==> src/rtl/rms_pkg.sv <==
// ----------------------------------------------------------------------------
// rms_pkg
// Shared types and constants of the radio message segmenter.
// ----------------------------------------------------------------------------
`default_nettype none

package rms_pkg;

  localparam int BYTE_W    = 8;
  localparam int LEN_W     = 13;
  // Data slots per packet never exceed 30, so five bits hold every count.
  localparam int CHUNK_W   = 5;
  localparam int HEADER_BYTES = 2;

  // One command per accepted message byte, from the front end to the back end.
  typedef struct packed {
    logic [BYTE_W-1:0]  data;     // message byte
    logic               hdr;      // a packet starts with this byte
    logic [BYTE_W-1:0]  pkts;     // packets still to follow
    logic [CHUNK_W-1:0] n;        // data bytes in this packet
    logic [CHUNK_W-1:0] pad;      // zero bytes after the data byte
    logic               eop;      // final emitted byte closes a packet
    logic               eom;      // final emitted byte closes the message
  } cmd_t;

  typedef enum logic [3:0] {
    PH_CNT  = 4'b0001,
    PH_LEN  = 4'b0010,
    PH_DATA = 4'b0100,
    PH_PAD  = 4'b1000
  } phase_t;

endpackage

`default_nettype wire

==> src/rtl/rms_front.sv <==
// ----------------------------------------------------------------------------
// rms_front
// Accepts message bytes, computes the packet count and tracks the message
// state; issues one command per message byte that belongs to a message.
// ----------------------------------------------------------------------------
`default_nettype none

module rms_front
  import rms_pkg::*;
#(
  parameter int PACKET_BYTES      = 32,
  parameter int MAX_MESSAGE_BYTES = 4096
) (
  input  wire logic              clk,
  input  wire logic              rst_n,
  input  wire logic              in_valid,
  output logic                   in_ready,
  input  wire logic [BYTE_W-1:0] in_data,
  input  wire logic              in_first,
  input  wire logic [LEN_W-1:0]  in_len,
  input  wire logic              q_full,
  output logic                   q_push,
  output cmd_t                   q_cmd
);

  localparam int DS     = PACKET_BYTES - HEADER_BYTES;
  localparam int NUM_W  = LEN_W + 1;
  localparam int SH     = NUM_W + CHUNK_W;
  localparam int RECIP  = ((2 ** SH) + DS - 1) / DS;
  localparam int PROD_W = NUM_W + SH;

  localparam logic [LEN_W-1:0]   MAX_LEN = LEN_W'(MAX_MESSAGE_BYTES);
  localparam logic [CHUNK_W-1:0] DS_C    = CHUNK_W'(DS);

  // Stage A: saturated length and packet count.
  logic                a_valid_r;
  logic [BYTE_W-1:0]   a_data_r;
  logic                a_first_r;
  logic [LEN_W-1:0]    a_len_r;
  logic [BYTE_W-1:0]   a_pcount_r;

  logic [LEN_W-1:0]    len_sat;
  logic [NUM_W-1:0]    num;
  logic [PROD_W-1:0]   prod;
  logic                a_adv;

  assign len_sat = (in_len > MAX_LEN) ? MAX_LEN : in_len;
  assign num     = NUM_W'(len_sat) + NUM_W'(DS - 1);
  // Exact ceiling division by the slot count through a reciprocal multiply.
  assign prod    = PROD_W'(num) * PROD_W'(RECIP);

  assign a_adv    = a_valid_r && !q_full;
  assign in_ready = !a_valid_r || a_adv;

  always_ff @(posedge clk) begin
    if (!rst_n) begin
      a_valid_r <= 1'b0;
    end else if (in_ready) begin
      a_valid_r <= in_valid;
    end
  end

  always_ff @(posedge clk) begin
    if (in_ready && in_valid) begin
      a_data_r   <= in_data;
      a_first_r  <= in_first;
      a_len_r    <= len_sat;
      a_pcount_r <= prod[SH+BYTE_W-1:SH];
    end
  end

  // Stage B: message state update and command issue.
  logic               active_r, active_nxt;
  logic [LEN_W-1:0]   br_r, br_nxt;
  logic [BYTE_W-1:0]  pr_r, pr_nxt;
  logic [CHUNK_W-1:0] cl_r, cl_nxt;
  logic               issue;

  always_comb begin
    active_nxt = active_r;
    br_nxt     = br_r;
    pr_nxt     = pr_r;
    cl_nxt     = cl_r;
    issue      = 1'b0;
    q_cmd      = '0;
    q_cmd.data = a_data_r;
    if (a_first_r) begin
      if (a_len_r == '0) begin
        active_nxt = 1'b0;
        br_nxt     = '0;
        pr_nxt     = '0;
      end else begin
        active_nxt = 1'b1;
        br_nxt     = a_len_r;
        pr_nxt     = a_pcount_r;
      end
      cl_nxt = '0;
    end
    if (active_nxt) begin
      issue = 1'b1;
      if (cl_nxt == '0) begin
        pr_nxt      = pr_nxt - 1'b1;
        q_cmd.hdr   = 1'b1;
        q_cmd.pkts  = pr_nxt;
        q_cmd.n     = (br_nxt < LEN_W'(DS)) ? br_nxt[CHUNK_W-1:0] : DS_C;
        cl_nxt      = DS_C;
      end
      cl_nxt = cl_nxt - 1'b1;
      br_nxt = br_nxt - 1'b1;
      if (br_nxt == '0) begin
        // Last message byte: pad the packet out to its full size.
        q_cmd.pad  = cl_nxt;
        q_cmd.eop  = 1'b1;
        q_cmd.eom  = 1'b1;
        cl_nxt     = '0;
        active_nxt = 1'b0;
        pr_nxt     = '0;
      end else begin
        q_cmd.eop = (cl_nxt == '0);
      end
    end
  end

  assign q_push = a_adv && issue;

  always_ff @(posedge clk) begin
    if (!rst_n) begin
      active_r <= 1'b0;
      br_r     <= '0;
      pr_r     <= '0;
      cl_r     <= '0;
    end else if (a_adv) begin
      active_r <= active_nxt;
      br_r     <= br_nxt;
      pr_r     <= pr_nxt;
      cl_r     <= cl_nxt;
    end
  end

endmodule

`default_nettype wire

==> src/rtl/rms_cmd_fifo.sv <==
// ----------------------------------------------------------------------------
// rms_cmd_fifo
// Four-entry command queue between the front end and the back end.
// ----------------------------------------------------------------------------
`default_nettype none

module rms_cmd_fifo
  import rms_pkg::*;
(
  input  wire logic clk,
  input  wire logic rst_n,
  input  wire logic push,
  input  wire cmd_t push_cmd,
  output logic      full,
  input  wire logic pop,
  output logic      head_valid,
  output cmd_t      head_cmd
);

  localparam int DEPTH = 4;
  localparam int PTR_W = $clog2(DEPTH);

  cmd_t               mem_r [DEPTH];
  logic [PTR_W-1:0]   wp_r, rp_r;
  logic [PTR_W:0]     cnt_r;
  logic               do_push, do_pop;

  assign full       = (cnt_r == (PTR_W+1)'(DEPTH));
  assign head_valid = (cnt_r != '0);
  assign head_cmd   = mem_r[rp_r];
  assign do_push    = push && !full;
  assign do_pop     = pop && head_valid;

  always_ff @(posedge clk) begin
    if (do_push) begin
      mem_r[wp_r] <= push_cmd;
    end
  end

  always_ff @(posedge clk) begin
    if (!rst_n) begin
      wp_r  <= '0;
      rp_r  <= '0;
      cnt_r <= '0;
    end else begin
      if (do_push) wp_r <= wp_r + 1'b1;
      if (do_pop)  rp_r <= rp_r + 1'b1;
      cnt_r <= cnt_r + (PTR_W+1)'(do_push) - (PTR_W+1)'(do_pop);
    end
  end

endmodule

`default_nettype wire

==> src/rtl/rms_back.sv <==
// ----------------------------------------------------------------------------
// rms_back
// Expands each command into packet bytes: header, data byte and padding, one
// byte per cycle into a registered output stage unless the output stalls.
// ----------------------------------------------------------------------------
`default_nettype none

module rms_back
  import rms_pkg::*;
(
  input  wire logic               clk,
  input  wire logic               rst_n,
  input  wire logic               cmd_valid,
  input  wire cmd_t               cmd,
  output logic                    cmd_pop,
  output logic                    out_valid,
  input  wire logic               out_ready,
  output logic [BYTE_W-1:0]       out_byte,
  output logic                    out_eop,
  output logic                    out_eom
);

  phase_t             phase_r, phase_nxt, ph;
  logic [CHUNK_W-1:0] pcnt_r, pcnt_nxt;
  logic               emit, last;
  logic [BYTE_W-1:0]  byte_c;

  logic               ov_r;
  logic [BYTE_W-1:0]  ob_r;
  logic               oeop_r, oeom_r;

  assign emit = cmd_valid && (!ov_r || out_ready);
  // A command without a header starts straight at its data byte.
  assign ph   = (phase_r == PH_CNT && !cmd.hdr) ? PH_DATA : phase_r;

  always_comb begin
    phase_nxt = phase_r;
    pcnt_nxt  = pcnt_r;
    byte_c    = '0;
    last      = 1'b0;
    unique case (ph)
      PH_CNT: begin
        byte_c    = cmd.pkts;
        phase_nxt = PH_LEN;
      end
      PH_LEN: begin
        byte_c    = BYTE_W'(cmd.n);
        phase_nxt = PH_DATA;
      end
      PH_DATA: begin
        byte_c    = cmd.data;
        last      = (cmd.pad == '0);
        phase_nxt = last ? PH_CNT : PH_PAD;
        pcnt_nxt  = '0;
      end
      PH_PAD: begin
        byte_c    = '0;
        last      = (pcnt_r + 1'b1 == cmd.pad);
        phase_nxt = last ? PH_CNT : PH_PAD;
        pcnt_nxt  = pcnt_r + 1'b1;
      end
      default: begin
        phase_nxt = PH_CNT;
      end
    endcase
  end

  assign cmd_pop = emit && last;

  always_ff @(posedge clk) begin
    if (!rst_n) begin
      phase_r <= PH_CNT;
      pcnt_r  <= '0;
      ov_r    <= 1'b0;
    end else begin
      if (emit) begin
        phase_r <= phase_nxt;
        pcnt_r  <= pcnt_nxt;
      end
      if (emit) begin
        ov_r <= 1'b1;
      end else if (out_ready) begin
        ov_r <= 1'b0;
      end
    end
  end

  always_ff @(posedge clk) begin
    if (emit) begin
      ob_r   <= byte_c;
      oeop_r <= last && cmd.eop;
      oeom_r <= last && cmd.eom;
    end
  end

  assign out_valid = ov_r;
  assign out_byte  = ob_r;
  assign out_eop   = oeop_r;
  assign out_eom   = oeom_r;

endmodule

`default_nettype wire

==> src/rtl/radio_message_segmenter_unit.sv <==
// ----------------------------------------------------------------------------
// radio_message_segmenter_unit
// Cuts a byte stream into fixed-size radio packets with a two-byte header
// (packets still to follow, data byte count) and zero padding at the end.
// ----------------------------------------------------------------------------
//  channel | direction | tdata                          | tlast          | tuser
//  in_     | slave     | [7:0] data_byte,               | -              | first
//          |           | [20:8] message_length          |                |
//  out_    | master    | [7:0] out_byte                 | end_of_packet  | end_of_message
//
//  An accepted byte is registered in the front end, then its command waits in
//  a four-entry queue. The back end sends one packet byte per cycle while the
//  output is not stalled, so a message byte makes 1 to PACKET_BYTES packet bytes
//  (header, data, padding); the output port sets the sustained rate within a
//  message. Reset is synchronous and empties every stage.
//  A stalled output fills the queue and then holds in_tready low.
// ----------------------------------------------------------------------------
`default_nettype none

module radio_message_segmenter_unit
  import rms_pkg::*;
#(
  parameter int PACKET_BYTES      = 32,
  parameter int MAX_MESSAGE_BYTES = 4096
) (
  input  wire logic        clk,
  input  wire logic        rst_n,
  input  wire logic        in_tvalid,
  output logic             in_tready,
  input  wire logic [23:0] in_tdata,   // [7:0] data_byte, [20:8] message_length
  input  wire logic        in_tuser,   // first
  output logic             out_tvalid,
  input  wire logic        out_tready,
  output logic [7:0]       out_tdata,  // [7:0] out_byte
  output logic             out_tlast,  // end_of_packet
  output logic             out_tuser   // end_of_message
);

  logic q_full, q_push, q_pop, q_valid;
  cmd_t q_in, q_head;

  rms_front #(
    .PACKET_BYTES      (PACKET_BYTES),
    .MAX_MESSAGE_BYTES (MAX_MESSAGE_BYTES)
  ) u_front (
    .clk      (clk),
    .rst_n    (rst_n),
    .in_valid (in_tvalid),
    .in_ready (in_tready),
    .in_data  (in_tdata[BYTE_W-1:0]),
    .in_first (in_tuser),
    .in_len   (in_tdata[BYTE_W+LEN_W-1:BYTE_W]),
    .q_full   (q_full),
    .q_push   (q_push),
    .q_cmd    (q_in)
  );

  rms_cmd_fifo u_fifo (
    .clk        (clk),
    .rst_n      (rst_n),
    .push       (q_push),
    .push_cmd   (q_in),
    .full       (q_full),
    .pop        (q_pop),
    .head_valid (q_valid),
    .head_cmd   (q_head)
  );

  rms_back u_back (
    .clk       (clk),
    .rst_n     (rst_n),
    .cmd_valid (q_valid),
    .cmd       (q_head),
    .cmd_pop   (q_pop),
    .out_valid (out_tvalid),
    .out_ready (out_tready),
    .out_byte  (out_tdata),
    .out_eop   (out_tlast),
    .out_eom   (out_tuser)
  );

endmodule

`default_nettype wire

==> config.mk <==
export PLATFORM = sky130hd
export DESIGN_NAME = radio_message_segmenter_unit
export DESIGN_NICKNAME = d
export VERILOG_FILES = /design/src/rtl/rms_pkg.sv /design/src/rtl/rms_front.sv /design/src/rtl/rms_cmd_fifo.sv /design/src/rtl/rms_back.sv /design/src/rtl/radio_message_segmenter_unit.sv
export SDC_FILE = /design/constraint.sdc
export NUM_CORES = 1
export LEC_CHECK = 0
export BUFFER_PORTS_ARGS = -buffer_cell sky130_fd_sc_hd__buf_2
export CAP_MARGIN = 0
export CELL_PAD_IN_SITES_DETAIL_PLACEMENT = 1
export CELL_PAD_IN_SITES_GLOBAL_PLACEMENT = 1
export CORE_ASPECT_RATIO = 0.5
export CORE_MARGIN = 5
export CORE_UTILIZATION = 51
export CTS_CLUSTER_SIZE = 10
export DETAILED_ROUTE_END_ITERATION = 16
export GPL_ROUTABILITY_DRIVEN = 0
export PLACE_DENSITY = 0.78
export SLEW_MARGIN = 25
export SYNTH_ARGS = -nofsm -noshare
export SYNTH_HDL_FRONTEND = slang
export SYNTH_SLANG_ARGS = --single-unit
export TNS_END_PERCENT = 10
==> constraint.sdc <==
create_clock -name clk -period 7.55 [get_ports clk]
set_input_delay 0.755 -clock clk [delete_from_list [all_inputs] [get_ports clk]]
set_output_delay 0.755 -clock clk [all_outputs]
set_load 0.05 [all_outputs]
==> metrics.csv <==
stage,metric,value,unit
status,run_status,"finished, final reports clean",
clocking,cts.reportedPaths.clkPinSlew,0.06,ns
synth,area_share_of_and_or_nand_nor_cells_after_synthesis,11.9,%
critical_path,timing.reg2reg.setup_slack,3.27,ns
critical_path,worstSetupStartpoint,in_tdata[8],
hold_path,hold_depth,1,
layout,layout.core_utilization,57.8,%
route,drt_wl_total,26400,µm
synth,synth_compound_gate_area_share,8.95,%
global_routing,grt_first_pass_wirelength,43600,µm
clocking,postCtsHoldBufs,0,
layout,insertedDiodeCount,0,
critical_path,critical_path_buf_inv_count,5,
layout,final.fill_count,2318,
clocking,htree_levels,1,
placed_design,dp_slack,0.837,ns
hold_path,min-delay-start,in_tdata[4],
synth,synthAdderAreaFrac,13.8,%
critical_path,cpPeakStageDelay,0.52,ns
sta,max_slew_margin,46.7,%
critical_path,path_common_cell,sky130_fd_sc_hd__ha_1,
clocking,clockBufferDepth,3,
floorplan,core_area,0.0218,mm²
sta,fmax,163,MHz
synth,flip_flop_and_latch_count_after_synthesis,203,
global_routing,grt_max_degree,47,
power,design_power_total,3.08,mW
floorplan,boundaryPins,41,
global_routing,gr-usage-all-layers,21.1,%
layout,fraction_of_layout_instances_using_a_drive_strength_above_1,11.9,%
sta,finalMaxSlewViolations,0,
critical_path,critical_path_cell_list,"buf_2, and2_1, nor3_1, nand2_1, mux2_2, o32ai_1, buf_4, ha_1, ha_1, ha_1, fa_1, inv_1, fa_1, fa_1, inv_1, ha_1, a2111oi_0, a211oi_1, a2111oi_0, buf_4, o21ai_0, a311oi_1, nor2_1",
critical_path,worstPathMaxFanout,6,
clocking,cts_tree,done,
synth,async_reset_ff_share,0,%
power,power.static_leakage,4.85,nW
sta,worst_slew_pin_slew,0.797,ns
placed_design,numPlacedInstances,1279,
clocking,post_cts_resized,0,
power,pwr_density_cell,245,mW/mm²
placed_design,portBuffers,37,
route,vias,7654,
synth,synth.yosys.seq_area_share,49.5,%
layout,fin_nets,1147,
synth,synthMuxAreaShare,7.89,%
synth,synthesis.area,0.0114,mm²
synth,yosys_warnings,0,
route,final_antenna_net_count,0,
floorplan,initial_utilization,52.2,%
critical_path,critPathSlowestCell,sky130_fd_sc_hd__fa_1,
floorplan,die_h,116,µm
sta,fin_worst_skew,0.0146,ns
sta,report.final.hold_viol_count,0,
hold_path,min_delay_worst_endpoint,u_front.a_data_r[4],
sta,finalWorstSetupSlack,1.43,ns
critical_path,timing.reg2reg.worst_path_depth,15,
synth,synth_xor_xnor_area_share,3.97,%
power,vdd_ir_max,139,µV
floorplan,dieWidth,221,µm
global_routing,grt_antenna_before_repair,0,
sta,layout_min_cycle_time,6.12,ns
global_routing,grt_overflow,0,
layout,final_cells,1323,
clocking,cts_made_buffers,24,
critical_path,crit-reg2reg-capture,u_fifo.cnt_r[2],
clocking,clock-sinks,203,
critical_path,cp-end-kind,flop,
route,vias_per_cell,5.79,
synth,synth_edf_count,156,
clocking,cts.repair_timing.setup_buffer_count,0,
hold_path,min-delay-path-class,input port to flop,
synth,synth_top_family_by_area,adder cells,
synth,synth_cell_types,71,
route,drc,0,
synth,synthesis.instances,962,
clocking,root_buffer,sky130_fd_sc_hd__clkbuf_16,
route,dr.first_iter.drc_count,513,
clocking,worstSkewPairLatency,0.52,ns
critical_path,cp_data_required_time,7.81,ns
synth,dominantRegCellSynth,sky130_fd_sc_hd__edfxtp_1,
critical_path,crit_family,adder cells,
layout,areaGrowthSynthToFinish,10.7,%
sta,fin_tns_setup,0,ns
placed_design,place_hpwl,18700,µm
layout,final_common_cell,sky130_fd_sc_hd__edfxtp_1,
sta,min_period_over_period,81.1,%
critical_path,worstPathArrival,6.39,ns
critical_path,startpoint_types,input port,
route,route.detailed.wl_per_inst,20.0,µm
synth,synth_area_per_cell,11.8,µm²
flow_run,max_cap_violations,0,
route,drt_pass1_iterations,6,
layout,layout_common_cells,"sky130_fd_sc_hd__edfxtp_1, sky130_fd_sc_hd__ha_1, sky130_fd_sc_hd__inv_1, sky130_fd_sc_hd__nand2_1, sky130_fd_sc_hd__o21ai_0",
sta,grt_setup_unrepaired,false,
global_routing,grt_pass1_vias,8125,
critical_path,setup.worst_path.class,input port to flop,
sta,report.final.setup_viol,0,
floorplan,placement_rows,38,
floorplan,die_area,0.0256,mm²
## power breakdown
group / internal, mW / leakage, nW / switching [mW]
logic: 0.285 / 2.67 / 0.428
registers: 1.29 / 1.85 / 0.0381
clock network: 0.606 / 0.330 / 0.438
## layer usage
| metal | track usage (%) | routed length, µm | up-vias |
|---|---|---|---|
| met1 | 28.2 | 12000 | 3859 |
| met3 | 2.81 | 1200 | 34 |
| li1 | - | - | 3595 |
| met2 | 37.8 | 12800 | 166 |
| met5 | 0 | 0 | - |
| met4 | 3.80 | 386 | 0 |
## cell families after synthesis
kind of cell,after synthesis
simple gates,260
flops,203
compound gates,159
fa+ha+maj,113
buf+inv,109
mux,67
xor+xnor,50
other cells,1
## metrics by stage
step                      hold slack [ns]  area (µm²)
after floorplan                     0.421       11400
after global placement              0.434       11900
after detailed placement            0.450       11900
after CTS                           0.391       12600
after global routing                0.399       12600
final                               0.412       12600
## area by class of cell
cell class	instances	area, µm²	share of cell area (%)
timing repair buffer	51	290	2.31
clock inverter	2	23.8	0.189
sequential	203	5630	44.7
tap	300	375	2.98
clock buffer	42	678	5.39
inverter	74	278	2.21
multi-input combinational	651	5320	42.2
## registers in the layout (all words and copies together), names as in the netlist, named ones only
| name | flops |
|---|---|
| u_back.out_byte | 8 |
| u_back.out_eom | 1 |
| u_back.out_eop | 1 |
| u_back.out_valid | 1 |
| u_back.pcnt_r | 5 |
| u_back.phase_r | 4 |
| u_fifo.cnt_r | 3 |
| u_fifo.mem_r | 116 |
| u_fifo.rp_r | 2 |
| u_fifo.wp_r | 2 |
| u_front.a_data_r | 8 |
| u_front.a_first_r | 1 |
| u_front.a_len_r | 13 |
| u_front.a_pcount_r | 8 |
| u_front.a_valid_r | 1 |
| u_front.active_r | 1 |
| u_front.br_r | 13 |
| u_front.cl_r | 5 |
| u_front.pr_r | 8 |
## worst max-delay path by stage
stage	to	slack, ns	cells past startpoint
5_1_grt	u_front.a_pcount_r[5]	0.88	23
2_1_floorplan	u_front.a_pcount_r[5]	1.31	18
6_report	u_front.a_pcount_r[5]	1.43	23
3_3_place_gp	u_front.a_pcount_r[5]	0.98	23
3_5_place_dp	u_front.a_pcount_r[5]	0.84	23
4_1_cts	u_front.a_pcount_r[5]	1.35	23
## synthesized netlist by cell type (all sizes together), types with 6 or more instances
| cell type | number | area [µm²] |
|---|---|---|
| o221ai | 6 | 52.6 |
| clkbuf | 24 | 91.3 |
| fa | 20 | 400 |
| nor3b | 8 | 60.1 |
| nor2 | 51 | 191 |
| a21boi | 10 | 75.1 |
| mux4 | 17 | 383 |
| ha | 93 | 1160 |
| dfxtp | 47 | 941 |
| nand2b | 9 | 56.3 |
| buf | 11 | 81.3 |
| xor2 | 18 | 158 |
| o22ai | 6 | 37.5 |
| and2 | 25 | 156 |
| nand3 | 16 | 80.1 |
| mux2 | 11 | 124 |
| inv | 74 | 278 |
| mux2i | 39 | 390 |
| nand2 | 64 | 240 |
| edfxtp | 156 | 4680 |
| a21oi | 28 | 140 |
| nor2b | 23 | 144 |
| nor4 | 7 | 43.8 |
| nor3 | 23 | 115 |
| a21o | 6 | 45.0 |
| o21ai | 58 | 290 |
| xnor2 | 31 | 272 |
## worst register-to-register path, stage by stage, from the launching register on
cell	delay, ns
sky130_fd_sc_hd__dfxtp_2	0.31
sky130_fd_sc_hd__buf_4	0.58
sky130_fd_sc_hd__mux4_2	0.67
sky130_fd_sc_hd__xnor2_1	0.23
sky130_fd_sc_hd__nor2_1	0.09
sky130_fd_sc_hd__a21oi_1	0.26
sky130_fd_sc_hd__nand3_1	0.18
sky130_fd_sc_hd__o21ai_0	0.39
sky130_fd_sc_hd__ha_1	0.32
sky130_fd_sc_hd__inv_1	0.06
sky130_fd_sc_hd__ha_1	0.13
sky130_fd_sc_hd__inv_1	0.07
sky130_fd_sc_hd__fa_1	0.40
sky130_fd_sc_hd__xnor2_1	0.22
sky130_fd_sc_hd__xnor2_1	0.10
sky130_fd_sc_hd__and2_1	0.16
Note: power is estimated with default switching activity, not from simulation.
